**config.mk**
```make
export PLATFORM = sky130hd
export DESIGN_NAME = psh_queue
export DESIGN_NICKNAME = d
export VERILOG_FILES = /design/src/rtl/core/psh_pkg.sv /design/src/rtl/core/psh_queue.sv
export SDC_FILE = /design/constraint.sdc
export NUM_CORES = 1
export LEC_CHECK = 0
export BUFFER_PORTS_ARGS = -buffer_cell sky130_fd_sc_hd__buf_2
export CAP_MARGIN = 15
export CORE_ASPECT_RATIO = 1.4
export CORE_MARGIN = 8
export CORE_UTILIZATION = 49
export CTS_BUF_LIST = sky130_fd_sc_hd__clkbuf_8 sky130_fd_sc_hd__clkbuf_16
export DETAILED_ROUTE_END_ITERATION = 6
export GPL_TIMING_DRIVEN = 0
export PLACE_DENSITY = 0.75
export SLEW_MARGIN = 30
export SYNTH_ARGS = -nofsm -noshare
export SYNTH_HDL_FRONTEND = slang
export SYNTH_SLANG_ARGS = --single-unit
```
**constraint.sdc**
```tcl
create_clock -name clk -period 1.9 [get_ports clk]
set_input_delay 0.19 -clock clk [delete_from_list [all_inputs] [get_ports clk]]
set_output_delay 0.19 -clock clk [all_outputs]
set_load 0.01 [all_outputs]
```
**src/rtl/core/psh_pkg.sv**
```systemverilog
// Package for the PC sample histogram profiler: sizes, codes and shared types.
// No dependencies.
package psh_pkg;

    localparam int NUM_REGIONS = 8;
    localparam int BIN_BYTES   = 4;
    localparam int HIST_DEPTH  = 4096;
    localparam int SLOT_W      = 3;
    localparam int BIN_W       = $clog2(HIST_DEPTH);
    localparam int SHIFT_W     = $clog2(BIN_BYTES);
    localparam int PHASE_W     = 17;
    localparam int QDEPTH      = 2;

    localparam logic [1:0] ACT_TICK  = 2'd0;
    localparam logic [1:0] ACT_WRITE = 2'd1;
    localparam logic [1:0] ACT_READ  = 2'd2;

    localparam logic [1:0] CFG_RUNNING = 2'd0;
    localparam logic [1:0] CFG_RATE    = 2'd1;
    localparam logic [1:0] CFG_TICKS   = 2'd2;
    localparam logic [1:0] CFG_BYPASS  = 2'd3;

    localparam logic [2:0] OUT_IGNORED   = 3'd0;
    localparam logic [2:0] OUT_COUNTED   = 3'd1;
    localparam logic [2:0] OUT_SATURATED = 3'd2;
    localparam logic [2:0] OUT_UNMAPPED  = 3'd3;
    localparam logic [2:0] OUT_WRITTEN   = 3'd4;
    localparam logic [2:0] OUT_READ      = 3'd5;

    typedef enum logic [1:0]
    {
        CMD_NONE,
        CMD_SAMPLE,
        CMD_WRITE,
        CMD_READ
    } cmd_t;

    typedef struct packed
    {
        cmd_t              cmd;
        logic              hit;
        logic              kernel;
        logic [BIN_W-1:0]  bin;
    } job_t;

    typedef enum logic [1:0]
    {
        ST_CLEAR,
        ST_IDLE,
        ST_RMW,
        ST_OUT
    } back_state_t;

endpackage

```
**src/rtl/core/psh_queue.sv**
```systemverilog
// Two-entry job queue between front and back.
// Depends on psh_pkg.
module psh_queue
(
    input  logic           clk,
    input  logic           rst_n,
    input  logic           push,
    input  psh_pkg::job_t  push_job,
    output logic           full,
    input  logic           pop,
    output logic           not_empty,
    output psh_pkg::job_t  head
);
    import psh_pkg::*;

    job_t        mem_reg [QDEPTH];
    logic        wp_reg;
    logic        rp_reg;
    logic [1:0]  cnt_reg;

    assign full      = (cnt_reg == 2'(QDEPTH));
    assign not_empty = (cnt_reg != 2'd0);
    assign head      = mem_reg[rp_reg];

    always_ff @(posedge clk)
    begin
        if (push)
        begin
            mem_reg[wp_reg] <= push_job;
        end
    end

    always_ff @(posedge clk or negedge rst_n)
    begin
        if (!rst_n)
        begin
            wp_reg  <= 1'b0;
            rp_reg  <= 1'b0;
            cnt_reg <= '0;
        end
        else
        begin
            if (push)
            begin
                wp_reg <= !wp_reg;
            end
            if (pop)
            begin
                rp_reg <= !rp_reg;
            end
            cnt_reg <= cnt_reg + 2'(push) - 2'(pop);
        end
    end

    property p_no_overflow;
        @(posedge clk) disable iff (!rst_n) full |-> !push;
    endproperty
    assert property (p_no_overflow) else $error("queue overflow");

    property p_no_underflow;
        @(posedge clk) disable iff (!rst_n) !not_empty |-> !pop;
    endproperty
    assert property (p_no_underflow) else $error("queue underflow");

    property p_count_step;
        @(posedge clk) disable iff (!rst_n) (push && !pop) |=> not_empty;
    endproperty
    assert property (p_count_step) else $error("queue count lost a push");

endmodule

```
# After elaboration in Yosys (flattened, before gate mapping)
# Memory sizes are Yosys's and may differ from the RTL's.
# Cells that the tools add are included.
[totals]
ff_bits = 4
ram_bits = 32
out_inout_bits = 18
wordCells = 12
n_memories = 1
[classes]
add_sub_neg = 2
n_eq_ne = 1
mux = 2
n_reduce_logical = 3
[memory_table]
columns = ["memory", "words", "width", "rd", "rd_clocked_by_memory_dff", "write_ports", "line_no", "source"]
rows = [
  ["mem_reg", 2, 16, 1, 0, 1, "psh_queue.sv:16", "job_t mem_reg [QDEPTH];"],
]
[op_table]
columns = ["cell", "count"]
rows = [
  ["$add 2x1->2", 1],
  ["$eq 2x2->1 const B", 1],
  ["$logic_not 1->1", 2],
  ["$mux 1", 2],
  ["$reduce_bool 2->1", 1],
  ["$sub 2x1->2", 1],
]

# Longest topological paths before layout
[logic_depth]
depth_word = 2
depth_mapped = 5
ltp_nobuf = 5

# Worst setup path after synthesis
# OpenSTA, ideal clock, no wires.
[synth_path]
path_type = "register to register"
from = "register wp_reg"
to = "memory mem_reg[0][0] (netlist name), enable pin"
setup_ps = 390
arrival_ps = 1139
path_slack_ps = 371
path_stages_with_launch = 2
synth_period_minus_slack_ps = 1529
cell_sequence = "dfrtp_1 > nor2b_1"
[synth_rtl]
columns = ["element", "line_no", "source"]
rows = [
  ["from (decl)", "psh_queue.sv:17", "logic wp_reg;"],
  ["from (signal assigned)", "psh_queue.sv:45", "wp_reg <= !wp_reg;"],
  ["to (decl)", "psh_queue.sv:16", ""],
]
# No word-level cell before the write port.

==> results summary <==
Leaving out fill and tap cells, the most frequent cell in the layout is sky130_fd_sc_hd__buf_2. The total overflow reported by the global router is 0. The cell leakage power is 0.723 nW. The share of the core filled with cells came out at 0.624. Ranked by total cell area, the synthesized netlist is headed by sky130_fd_sc_hd__edfxtp_1, sky130_fd_sc_hd__mux2_4, sky130_fd_sc_hd__dfrtp_1.

The setup skew after layout is 2.80 ps. The floorplan has 23 rows. TritonCTS built the clock tree. The via count of the first global-routing pass was 769.

In the layout the commonest cells are sky130_fd_sc_hd__buf_2, sky130_fd_sc_hd__edfxtp_1, sky130_fd_sc_hd__mux2_4. Setup repair after global routing left no endpoint under its margin. The total number of H-tree levels came out at 2. The clock latency on the worst-skew pair is 280 ps.

The floorplan step set the die height to 79.4 um. In this run the critical register-to-register path is captured at mem_reg[0][6]. The run finished with clean final reports. The sequential cell area fraction in the yosys report came out at 0.755. Counting tap cells, the placed design contains a total of 139 instances.

The initial utilization of the core area, before any placement, comes to 0.503. In this run the critical register-to-register path is launched from wp_reg. The share of synthesized area in the top cell type comes to 0.684. The total half-perimeter wirelength after legalization and detailed placement is 1760 um. The register with the most flip-flops in the layout has 32 of them.

The number of cells in the finished layout apart from fillers is 148. The post-synthesis instance area came out at 1410 um2. The number of buffers added by the clock tree synthesis step is 5. The count of vias placed by the detailed router came out at 689. The final RePlAce weighted congestion came out at 0.663.

The antenna violation net count after detailed routing is 0. The final setup violation count is 0. The number of sinks handled by clock tree synthesis came out at 36. The initial antenna violation count is 0. The power per cell area is 1460 nW/um2. The count of distinct cell types in the synthesized netlist came out at 13. The count of yosys warnings during synthesis came out at 0.

Dividing the final minimum period by the clock period gives 0.830. The post-synthesis cell type with the largest combined area is sky130_fd_sc_hd__edfxtp_1. The setup path with the least slack is of type register to primary output. The chip width is 61.3 um. The arrival time of data at the critical path endpoint is 1390 ps. The total length of routed wires is 2440 um. Once the clock tree was built, the setup fixing pass inserted 0 buffers. The mean instance size in the synthesized netlist is 21.6 um2. The number of antenna diodes in the final layout is 0. The final total negative setup slack is 0 ps.

STA classifies the critical path startpoint as a register. The total of hold buffers inserted after clock tree synthesis came out at 1. The flip-flop and latch count after synthesis is 36. The core outline area came out at 2790 um2. Data on the critical path is required at its endpoint by 1710 ps.

Along the worst path, the maximum fanout reaches 10. In this run the register-to-register setup slack is 460 ps. The final layout net count is 132. The number of max-slew violations in the final report came out at 0. The timing-limited maximum frequency came out at 634 MHz. The total DRC errors in the routed layout is 0. The clock period minus final worst setup slack came out at 1580 ps. The actual transition at the worst max-transition pin is 807 ps. The fraction of layout instances using a drive strength above 1 is 0.577. After clock tree synthesis, the clock-pin slew on the worst setup and hold paths is 70 ps. The count of max-cap constraint violations came out at 0. No sink is reached through more buffers than the 2 on the longest clock path. The relative slew slack came out at 0.460. The post-synthesis instance total is 65. After detailed routing, the number of vias per cell comes to 4.66. The hold violation count in the final report came out at 0.

The critical path starts at rp_reg. The floorplan step defined a die boundary enclosing 4860 um2. The depth of the worst register-to-register path is 1. The most critical setup path has its endpoint at head[14]. The tightest min-delay check is of the input port to register type. The number of DRC violations after detailed-routing iteration 0 came out at 19. During I/O placement, the number of pins put on the boundary was 38. In this run, post-CTS repair resized a total of 0 instances.

Before antenna repair, the detailed router went through 3 iterations. The maximum number of pins on one net before global-route repair came out at 17. The area overhead of the layout relative to synthesis came out at 24.0%. The root buffer cell chosen for the clock tree is sky130_fd_sc_hd__clkbuf_8. The category of the worst setup path capture point is a primary output.

The worst supply voltage drop on vdd came out at 0.932 mV. The number of buffers added on ports came out at 37. In the final routed layout, each cell accounts on average for 16.5 um. The first global-routing pass estimated 3810 um of wire. Across every metal layer, demand over resource in global routing totals 0.115.

The number of nets produced by synthesis is 87.
-- power by group --
part           internal [mW]  switching (mW)  total, mW
clock network          0.289           0.251      0.540
logic                  0.466           0.403      0.868
registers               1.07          0.0636       1.13
-- how the worst min path moves through the flow --
stage	start	to	slack [ps]	depth (start not counted)
2_1_floorplan	rst_n	cnt_reg[0]	-110	0
3_3_place_gp	rst_n	wp_reg	-2	1
3_5_place_dp	rst_n	wp_reg	-0.8	1
4_1_cts	push_job[5]	mem_reg[0][5]	80	1
5_1_grt	push_job[5]	mem_reg[0][5]	70	1
6_report	push_job[2]	mem_reg[0][2]	90	1
-- routing by layer --
layer,part of all wire,GRT usage,vias to the layer above
met2,0.56,0.188,21
met4,0.021,0.0632,0
met1,0.36,0.110,328
met3,0.066,0.0598,7
li1,-,-,333
met5,0,0,-
-- kinds of logic (layout without fill, tap and decap cells) --
logic type    count (synthesis)  after routing  share of synthesized area
mux                          16             16                      0.152
flops                        36             36                      0.755
buf+inv                       4             50                     0.0276
simple gates                  4              4                     0.0178
xor+xnor                      3              3                     0.0294
fa+ha+maj                     2              2                     0.0178
-- per-stage QoR --
step	setup WS, ps	hold WS (ps)	power, mW	area [um2]
6_report	322	93.7	2.54	1740
5_1_grt	273	74.3	2.67	1740
4_1_cts	308	82.6	2.58	1740
3_5_place_dp	425	-0.812	2.03	1640
3_3_place_gp	27.1	-1.59	1.99	1640
2_1_floorplan	371	-106	1.74	1410
-- critical path: stages, from the launching register on --
cell and delay, ps:
sky130_fd_sc_hd__dfrtp_1 370, sky130_fd_sc_hd__buf_6 140, sky130_fd_sc_hd__buf_12 150, sky130_fd_sc_hd__mux2_4 290
sky130_fd_sc_hd__buf_2 140
-- area by class of cell --
type,instances,area (um2)
flip-flops and latches,36,1060
fillers,217,1050
multi-input cells,25,308
repair buffers,38,195
clock buffers,6,82.6
well taps,37,46.3
plain buffers,2,31.3
clock inverters,2,11.3
inverters,2,7.51
-- cell usage after synthesis --
cell type and instances:
sky130_fd_sc_hd__or2_2 1, sky130_fd_sc_hd__mux2_2 7, sky130_fd_sc_hd__ha_1 2, sky130_fd_sc_hd__xor3_1 1
sky130_fd_sc_hd__nor2b_1 2, sky130_fd_sc_hd__inv_1 2, sky130_fd_sc_hd__and2_1 1, sky130_fd_sc_hd__buf_12 1
sky130_fd_sc_hd__buf_6 1, sky130_fd_sc_hd__mux2_4 9, sky130_fd_sc_hd__dfrtp_1 4, sky130_fd_sc_hd__edfxtp_1 32
sky130_fd_sc_hd__xor2_1 2
(Power assumes the default switching activity.)
