File: config.mk
export PLATFORM = sky130hd
export DESIGN_NAME = psh_front
export DESIGN_NICKNAME = d
export VERILOG_FILES = /design/src/rtl/core/psh_pkg.sv /design/src/rtl/core/psh_front.sv
export SDC_FILE = /design/constraint.sdc
export NUM_CORES = 2
export LEC_CHECK = 0
export BUFFER_PORTS_ARGS = -buffer_cell sky130_fd_sc_hd__buf_2
export CORE_ASPECT_RATIO = 0.75
export CORE_MARGIN = 1.5
export CORE_UTILIZATION = 57
export DETAILED_ROUTE_END_ITERATION = 16
export PLACE_DENSITY = 0.78
export REMOVE_ABC_BUFFERS = 1
export SLEW_MARGIN = 20
export SYNTH_ARGS = -nofsm -noshare
export SYNTH_HDL_FRONTEND = slang
export SYNTH_SLANG_ARGS = --single-unit
export TNS_END_PERCENT = 10
File: constraint.sdc
create_clock -name clk -period 17 [get_ports clk]
set_input_delay 5.1 -clock clk [delete_from_list [all_inputs] [get_ports clk]]
set_output_delay 5.1 -clock clk [all_outputs]
set_load 0.03 [all_outputs]
File: src/rtl/core/psh_pkg.sv
// Package for the PC sample histogram profiler: sizes, codes and shared types.
// No dependencies.
package psh_pkg;

    localparam int NUM_REGIONS = 8;
    localparam int BIN_BYTES   = 4;
    localparam int HIST_DEPTH  = 4096;
    localparam int SLOT_W      = 3;
    localparam int BIN_W       = $clog2(HIST_DEPTH);
    localparam int SHIFT_W     = $clog2(BIN_BYTES);
    localparam int PHASE_W     = 17;
    localparam int QDEPTH      = 2;

    localparam logic [1:0] ACT_TICK  = 2'd0;
    localparam logic [1:0] ACT_WRITE = 2'd1;
    localparam logic [1:0] ACT_READ  = 2'd2;

    localparam logic [1:0] CFG_RUNNING = 2'd0;
    localparam logic [1:0] CFG_RATE    = 2'd1;
    localparam logic [1:0] CFG_TICKS   = 2'd2;
    localparam logic [1:0] CFG_BYPASS  = 2'd3;

    localparam logic [2:0] OUT_IGNORED   = 3'd0;
    localparam logic [2:0] OUT_COUNTED   = 3'd1;
    localparam logic [2:0] OUT_SATURATED = 3'd2;
    localparam logic [2:0] OUT_UNMAPPED  = 3'd3;
    localparam logic [2:0] OUT_WRITTEN   = 3'd4;
    localparam logic [2:0] OUT_READ      = 3'd5;

    typedef enum logic [1:0]
    {
        CMD_NONE,
        CMD_SAMPLE,
        CMD_WRITE,
        CMD_READ
    } cmd_t;

    typedef struct packed
    {
        cmd_t              cmd;
        logic              hit;
        logic              kernel;
        logic [BIN_W-1:0]  bin;
    } job_t;

    typedef enum logic [1:0]
    {
        ST_CLEAR,
        ST_IDLE,
        ST_RMW,
        ST_OUT
    } back_state_t;

endpackage

File: src/rtl/core/psh_front.sv
// Front end: divider, region slots and bin lookup; emits one job per beat.
// Depends on psh_pkg.
module psh_front
(
    input  logic                 clk,
    input  logic                 rst_n,
    input  logic                 cfg_we,
    input  logic [1:0]           cfg_index,
    input  logic [15:0]          cfg_data,
    input  logic                 in_valid,
    output logic                 in_stall,
    input  logic [1:0]           action,
    input  logic [31:0]          pc,
    input  logic [2:0]           region_slot,
    input  logic [31:0]          region_low,
    input  logic [31:0]          region_high,
    input  logic [31:0]          hist_low,
    input  logic [11:0]          bin_offset,
    input  logic                 region_is_kernel,
    input  logic [11:0]          bin_address,
    output logic                 job_valid,
    output psh_pkg::job_t        job,
    input  logic                 job_full
);
    import psh_pkg::*;

    logic                running_reg;
    logic [15:0]         rate_reg;
    logic [15:0]         ticks_reg;
    logic                bypass_reg;
    logic [PHASE_W-1:0]  phase_reg;
    logic [PHASE_W-1:0]  phase_next;
    logic [31:0]         low_reg   [NUM_REGIONS];
    logic [31:0]         high_reg  [NUM_REGIONS];
    logic [31:0]         hlow_reg  [NUM_REGIONS];
    logic [BIN_W-1:0]    off_reg   [NUM_REGIONS];
    logic                kern_reg  [NUM_REGIONS];

    logic                accept;
    logic                sample;
    logic [15:0]         modulus;
    logic [15:0]         rate;
    logic [PHASE_W-1:0]  sum;
    logic                hit;
    logic [SLOT_W-1:0]   hit_slot;
    logic [31:0]         delta;
    job_t                job_w;

    assign in_stall = job_full;
    assign accept   = in_valid && !job_full;

    always_comb
    begin
        modulus = (ticks_reg == 16'd0) ? 16'd1 : ticks_reg;
        rate    = (rate_reg < modulus) ? rate_reg : modulus;
        sum     = phase_reg + PHASE_W'(rate);
        sample  = 1'b0;
        phase_next = phase_reg;
        if (running_reg)
        begin
            if (bypass_reg)
            begin
                sample = 1'b1;
            end
            else if (sum >= PHASE_W'(modulus))
            begin
                sample = 1'b1;
                phase_next = sum - PHASE_W'(modulus);
            end
            else
            begin
                phase_next = sum;
            end
        end
    end

    always_comb
    begin
        hit = 1'b0;
        hit_slot = '0;
        for (int s = NUM_REGIONS - 1; s >= 0; s--)
        begin
            if (pc >= low_reg[s] && pc < high_reg[s])
            begin
                hit = 1'b1;
                hit_slot = SLOT_W'(s);
            end
        end
        delta = pc - hlow_reg[hit_slot];
    end

    always_comb
    begin
        job_w.cmd    = CMD_NONE;
        job_w.hit    = hit;
        job_w.kernel = kern_reg[hit_slot];
        job_w.bin    = BIN_W'(delta >> SHIFT_W) + off_reg[hit_slot];
        case (action)
            ACT_TICK:
            begin
                if (sample)
                begin
                    job_w.cmd = CMD_SAMPLE;
                end
            end
            ACT_WRITE:
            begin
                job_w.cmd = CMD_WRITE;
            end
            ACT_READ:
            begin
                job_w.cmd = CMD_READ;
                job_w.bin = bin_address;
            end
            default:
            begin
                job_w.cmd = CMD_NONE;
            end
        endcase
    end

    assign job_valid = accept;
    assign job       = job_w;

    always_ff @(posedge clk or negedge rst_n)
    begin
        if (!rst_n)
        begin
            running_reg <= 1'b0;
            rate_reg    <= 16'd100;
            ticks_reg   <= 16'd1000;
            bypass_reg  <= 1'b0;
            phase_reg   <= '0;
            for (int s = 0; s < NUM_REGIONS; s++)
            begin
                low_reg[s]  <= '0;
                high_reg[s] <= '0;
                hlow_reg[s] <= '0;
                off_reg[s]  <= '0;
                kern_reg[s] <= 1'b0;
            end
        end
        else
        begin
            if (cfg_we)
            begin
                case (cfg_index)
                    CFG_RUNNING: running_reg <= cfg_data[0];
                    CFG_RATE:    rate_reg    <= cfg_data;
                    CFG_TICKS:   ticks_reg   <= cfg_data;
                    CFG_BYPASS:  bypass_reg  <= cfg_data[0];
                    default:     running_reg <= running_reg;
                endcase
            end
            if (accept && action == ACT_TICK)
            begin
                phase_reg <= phase_next;
            end
            if (accept && action == ACT_WRITE)
            begin
                low_reg[region_slot]  <= region_low;
                high_reg[region_slot] <= region_high;
                hlow_reg[region_slot] <= hist_low;
                off_reg[region_slot]  <= bin_offset;
                kern_reg[region_slot] <= region_is_kernel;
            end
        end
    end

endmodule

# --- Word level (Yosys, flattened, before mapping) ---
# Cells that the tools add are included.
op_classes:
  add_sub_neg: 4
  n_mul: 0
  div_mod_pow: 0
  n_lt_le_gt_ge: 21
  n_eq_ne: 5
  shifts: 0
  mux: 45
  bitwise_logic: 3
  n_reduce_logical: 21
op_table:
  columns: ["cell", "n"]
  rows:
  - ["256-bit bitwise mux", 3]
  - ["32-bit >= comparator", 8]
  - ["32-bit < comparator", 8]
  - ["32-bit binary-select mux with 3-bit select", 1]
  - ["96-bit bitwise mux", 1]
  - ["32-bit demux with 3-bit select", 1]
  - ["12-bit 2-to-1 mux", 4]
  - ["12-bit binary-select mux with 3-bit select", 1]
  - ["12-bit demux with 3-bit select", 1]
  - ["16-bit 2-to-1 mux", 2]
  - ["32-bit 2-to-1 mux", 1]
  - ["14-bit 2-to-1 mux", 2]
  - ["3-bit 2-to-1 mux", 8]
  - ["17-bit by 16-bit adder with 17-bit output", 1]
  - ["17-bit by 16-bit >= comparator with 1-bit output", 1]
  - ["17-bit 2-to-1 mux", 1]
  - ["17-bit by 16-bit subtractor with 17-bit output", 1]
  - ["16-bit zero test", 1]
  - ["16-bit < comparator", 1]
  - ["1-bit 2-to-1 mux", 15]
  - ["14-bit subtractor", 1]
  - ["12-bit adder", 1]
  - ["1-bit logical AND", 12]
  - ["8-bit bitwise mux", 1]
  - ["other kinds (13)", 22]
word_totals:
  regBits: 923
  latchBits: 0
  ramBits: 0
  mem_bits_ro: 0
  inputBits: 181
  output_inout_bits: 18
  elab_cells: 144
  mem_count: 0

# --- Logic depth before layout (Yosys ltp) ---
depth:
  ltp_word: 17
  depth_mapped: 41

# --- Least setup slack after synthesis ---
# Ideal clock, no wire load.
synth_timing:
  kind: "in2out"
  from: "in pc[0]"
  to: "out job[11] (netlist bit)"
  arrival_time_ps: 12826
  t_required_ps: 11900
  slack_ps: -926
  cell_stages: 38
  cell_sequence: "clkbuf_1 -> inv_1 -> ha_1 -> nand2b_1 -> a2111o_1 -> a311oi_1 -> a21oi_1 -> or3_1 -> o211ai_1 -> nor2_1 -> o32ai_1 -> buf_2 -> buf_1 -> buf_1 -> a211oi_1 -> a21oi_1 -> a21oi_1 -> ha_1 -> (+2 left out) -> nor3_1 -> or3b_2 -> and2_1 -> ha_1 -> a21o_1 -> a21oi_1 -> o21ai_0 -> a21oi_1 -> o21ai_0 -> a21oi_1 -> o21bai_1 -> a21oi_1 -> o21bai_1 -> a21oi_1 -> xnor2_1 -> xnor2_1 -> or4b_1 -> nand4_1"
synth_rtl:
  columns: ["item", "line", "text"]
  rows:
  - ["start, declared", "psh_front.sv:13", "input logic [31:0] pc,"]
  - ["end, declared", "psh_front.sv:22", "output psh_pkg::job_t job,"]

==> reports/summary.md <==
The clock tree skew after final layout is 0.006511 ns. The tools report the internal power as 4822 uW. TritonCTS sink count: 779. The critical path is of the in2out type. For the worst setup path, the data required time is 11.90 ns. The worst path needs 17.75 ns of the cycle, external delays included. For this run, the slowest stage of the critical path takes 0.49 ns.

The worst setup path is captured at an output port. The setup slack on the worst flop-to-flop path is 8.97 ns. The number of global-route vias before repair came out at 36,830. Yosys instantiated no cell more often than sky130_fd_sc_hd__dfrtp_1.

The width of the chip was 331.5 um. Counting instances in the post-synthesis netlist gives the leading cell types as sky130_fd_sc_hd__dfrtp_1, sky130_fd_sc_hd__ha_1, sky130_fd_sc_hd__inv_1. The post-synthesis instance area is 0.04613 mm2. The fmax is 56.34 MHz, and the sequential cell fraction of total power is 0.295.

The area growth from synthesis to layout is 17.90%. Before CTS, the worst setup slack after placement is -1.404 ns. Ranked by total cell area, the synthesized netlist is headed by sky130_fd_sc_hd__dfrtp_1, sky130_fd_sc_hd__ha_1, sky130_fd_sc_hd__mux2_2. The register area share after synthesis is 0.4228, and the number of vias after detailed routing is 36,490. Number of placed instances with taps included: 5,932. Buffers inserted during clock tree synthesis total 78.

The final-report hold violation count is 0. For the worst setup slack after layout, the log shows -0.7509 ns. The synthesized netlist contains 76 unique library cells. Along the worst path, the maximum fanout reaches 8. The share of post-route cells with drive strength above 1 came out at 0.2636.

The number of antenna violations at the first check in global routing is 16, and the register clock-pin slew on the reported worst setup and hold paths is 0.06 ns. Switching share of power: 0.3800. In the synthesized netlist the dominant register cell turns out to be sky130_fd_sc_hd__dfrtp_1. Setup violations remaining at the end of the flow were counted as 4. For the final number of max-transition violations, the log shows 0.

The logs give 0.481 for the portion of total power attributed to combinational logic and 0.4243 for the met1 track demand over resource in global routing. The biggest area contributor in the post-synthesis netlist is sky130_fd_sc_hd__dfrtp_1. For the DRC violation total after the first TritonRoute iteration, the log shows 3,289.

The placed wire-length estimate after detailed placement is 86,360 um. For the cts-stage hold buffer count, the log shows 0. The run gives 0 as the count of synthesis-stage warnings from yosys. For the pin with the worst max-slew slack, the measured transition is 1.191 ns. The post-synthesis sequential element count is 779, and the fraction of synthesis flops using an asynchronous set or reset pin is 1.000. The sum of overflow across all layers after global routing is 0. The met2 usage in global routing is 0.4761. Data arrives at the worst endpoint at 12.65 ns.

The endpoint with the worst hold slack was phase_reg[12]. The worst register-to-register path begins at ticks_reg[10]. Entering global routing, the biggest net connects 176 pins.

Clock latency on the worst-skew pair, taken at its later pin, is 0.63 ns. Setup repair after global routing could not meet its margin everywhere. The effective utilization at floorplan is 0.5746, and the total routed wirelength is 128,100 um.

The critical path startpoint category was a primary input. After the last flow step, the layout net total stands at 5,750. The total global-route track usage is 0.3052, and the final total power is 7776 uW.

In this run the tool buffered the top-level ports with 180 buffer cells. The analysis attributes to net switching a power of 2955 uW. For the area enclosed by the die boundary, the log shows 0.08266 mm2. The fraction of power consumed by the clock network was 0.225; the proportion of netlist area held by the largest area contributor was 0.4177.

Synthesis handed over a netlist of 4,544 instances. Capture instance of the worst register-to-register path: phase_reg[2]. For the number of iterations in the first detailed-routing pass, the log shows 7.

The synthesized area per cell was 10.15 um2; the power per standard cell area was 143.0 mW/mm2. The worst hold path passes through 2 cells. Counting flops with a built-in enable in the synthesized netlist gives 0. The mean number of vias per cell was 5.965; the worst slew slack as a fraction of its limit was 0.2062. The average detailed-routed wire length per instance works out to 20.94 um. Routability-driven placement finished with a final weighted congestion of 0.9453. The tools report the final hold slack as 0.4889 ns. The clock tree synthesis step divided the H-tree into 3 levels. 199 I/O pins were placed. The final worst-path cycle share is 1.044.

In this run the most used layer during global routing was met2. Global-route wire length before repair: 200,300 um. Clock tree root buffer cell: sky130_fd_sc_hd__clkbuf_16. The total number of placement rows is 90, and the maximum VDD drop is 142.5 uV. The placeable core area is 0.08029 mm2.

The y dimension of the die was 249.4 um. The number of standard cells in the final layout excluding fillers is 6,118. The checks that failed: setup timing.

The run finished, with violations left. TritonCTS built the clock tree. The post-detailed-route count of antenna-violating nets is 0. The cell repeated most along the worst path was sky130_fd_sc_hd__a21oi_2.

Max-cap violations in this run came to 0. The min-delay analysis places its worst path in the category reg2reg. For the largest buffer count on any clock path, the log shows 3. In this run the most critical hold path is launched from phase_reg[12]. Measured in cells, the most critical reg-to-reg path has a length of 33.

The met3 routing resource usage after global routing was 0.05307; the leakage power figure was 0.02666 uW. The count of fill cells added during filler insertion came out at 5,598. On the critical path, the stage with the largest delay is an instance of sky130_fd_sc_hd__or4b_1. Residual DRC count: 0.
final cells by class:
cell class | count | area, um2 | area share
clock buffer | 124 | 2349 | 0.04318
timing repair buffer | 521 | 3881 | 0.07136
tap | 1058 | 1324 | 0.02434
inverter | 573 | 2153 | 0.03959
multi-input combinational | 3036 | 24950 | 0.4588
clock inverter | 16 | 193.9 | 0.003566
antenna | 11 | 27.53 | 0.0005061
sequential | 779 | 19510 | 0.3586
what timing repair did:
item                       CTS  global route
pin swaps                   88            50
buffers inserted            31             9
resized for setup          200            56
setup endpoints to repair    7             6
power groups by stage:
| stage | logic, uW | registers (uW) | clock network [uW] |
|---|---|---|---|
| 6_report | 3740 | 2290 | 1750 |
| 5_1_grt | 4070 | 2320 | 1830 |
| 4_1_cts | 3530 | 2290 | 1760 |
| 3_5_place_dp | 3260 | 2320 | 0 |
| 3_3_place_gp | 3150 | 2300 | 0 |
| 2_1_floorplan | 2150 | 2280 | 0 |
critical path: cells and delay by family:
family / cells / cell delay, ns
fa+ha+maj: 3 / 0.88
buf+inv: 7 / 1.04
simple gates: 8 / 1.93
xor+xnor: 3 / 0.43
compound gates: 18 / 3.24
worst max-delay path by stage:
stage	slack (ns)	cells after the start	start	endpoint
floorplan	-4.77	35	pc[0]	job[11]
global placement	-1.17	38	pc[23]	job[11]
detailed placement	-1.40	39	pc[0]	job[11]
CTS	-0.24	36	pc[23]	job[11]
global route	-0.98	40	pc[12]	job[11]
finish	-0.75	39	pc[12]	job[11]
cell families (layout without fill, tap and decap cells):
family                   count (synthesis)  count (layout)  share of synthesized area
adder cells (fa/ha/maj)                580             580                     0.1578
multiplexers                           594             594                     0.1436
XOR/XNOR                                33              33                   0.006265
flip-flops                             779             779                     0.4228
other                                    0              11                          0
AND/OR/NAND/NOR                        879             879                    0.08845
AO/OA/AOI/OAI                          950             950                     0.1215
buffers and inverters                  729            1234                    0.05953
through the flow:
stage | instance area (um2) | setup TNS [ns] | util
6_report | 54390 | -1.308 | 0.6774
4_1_cts | 54000 | -0.3197 | 0.6726
3_5_place_dp | 50220 | -3.893 | 0.6255
5_1_grt | 54380 | -2.676 | 0.6773
3_3_place_gp | 50220 | -2.761 | 0.6255
2_1_floorplan | 45530 | -44.78 | -
routing by layer:
metal / wire, um / vias up
met5: 56 / -
met4: 4916 / 10
met3: 10250 / 275
met2: 57550 / 1265
met1: 55310 / 18110
li1: - / 16830
layout by cell type (no fill, tap or decap), types with 74 or more instances in the layout:
cell,instances
sky130_fd_sc_hd__dfrtp_1,770
sky130_fd_sc_hd__inv_1,571
sky130_fd_sc_hd__mux2_2,542
sky130_fd_sc_hd__ha_1,538
sky130_fd_sc_hd__nand2_1,420
sky130_fd_sc_hd__o21ai_0,408
sky130_fd_sc_hd__buf_4,312
sky130_fd_sc_hd__a21oi_1,207
sky130_fd_sc_hd__buf_2,157
sky130_fd_sc_hd__nor2_1,115
sky130_fd_sc_hd__nand4_1,88
sky130_fd_sc_hd__clkbuf_16,81
sky130_fd_sc_hd__nand3_1,74
No activity file was read; power rests on OpenSTA's default activity.
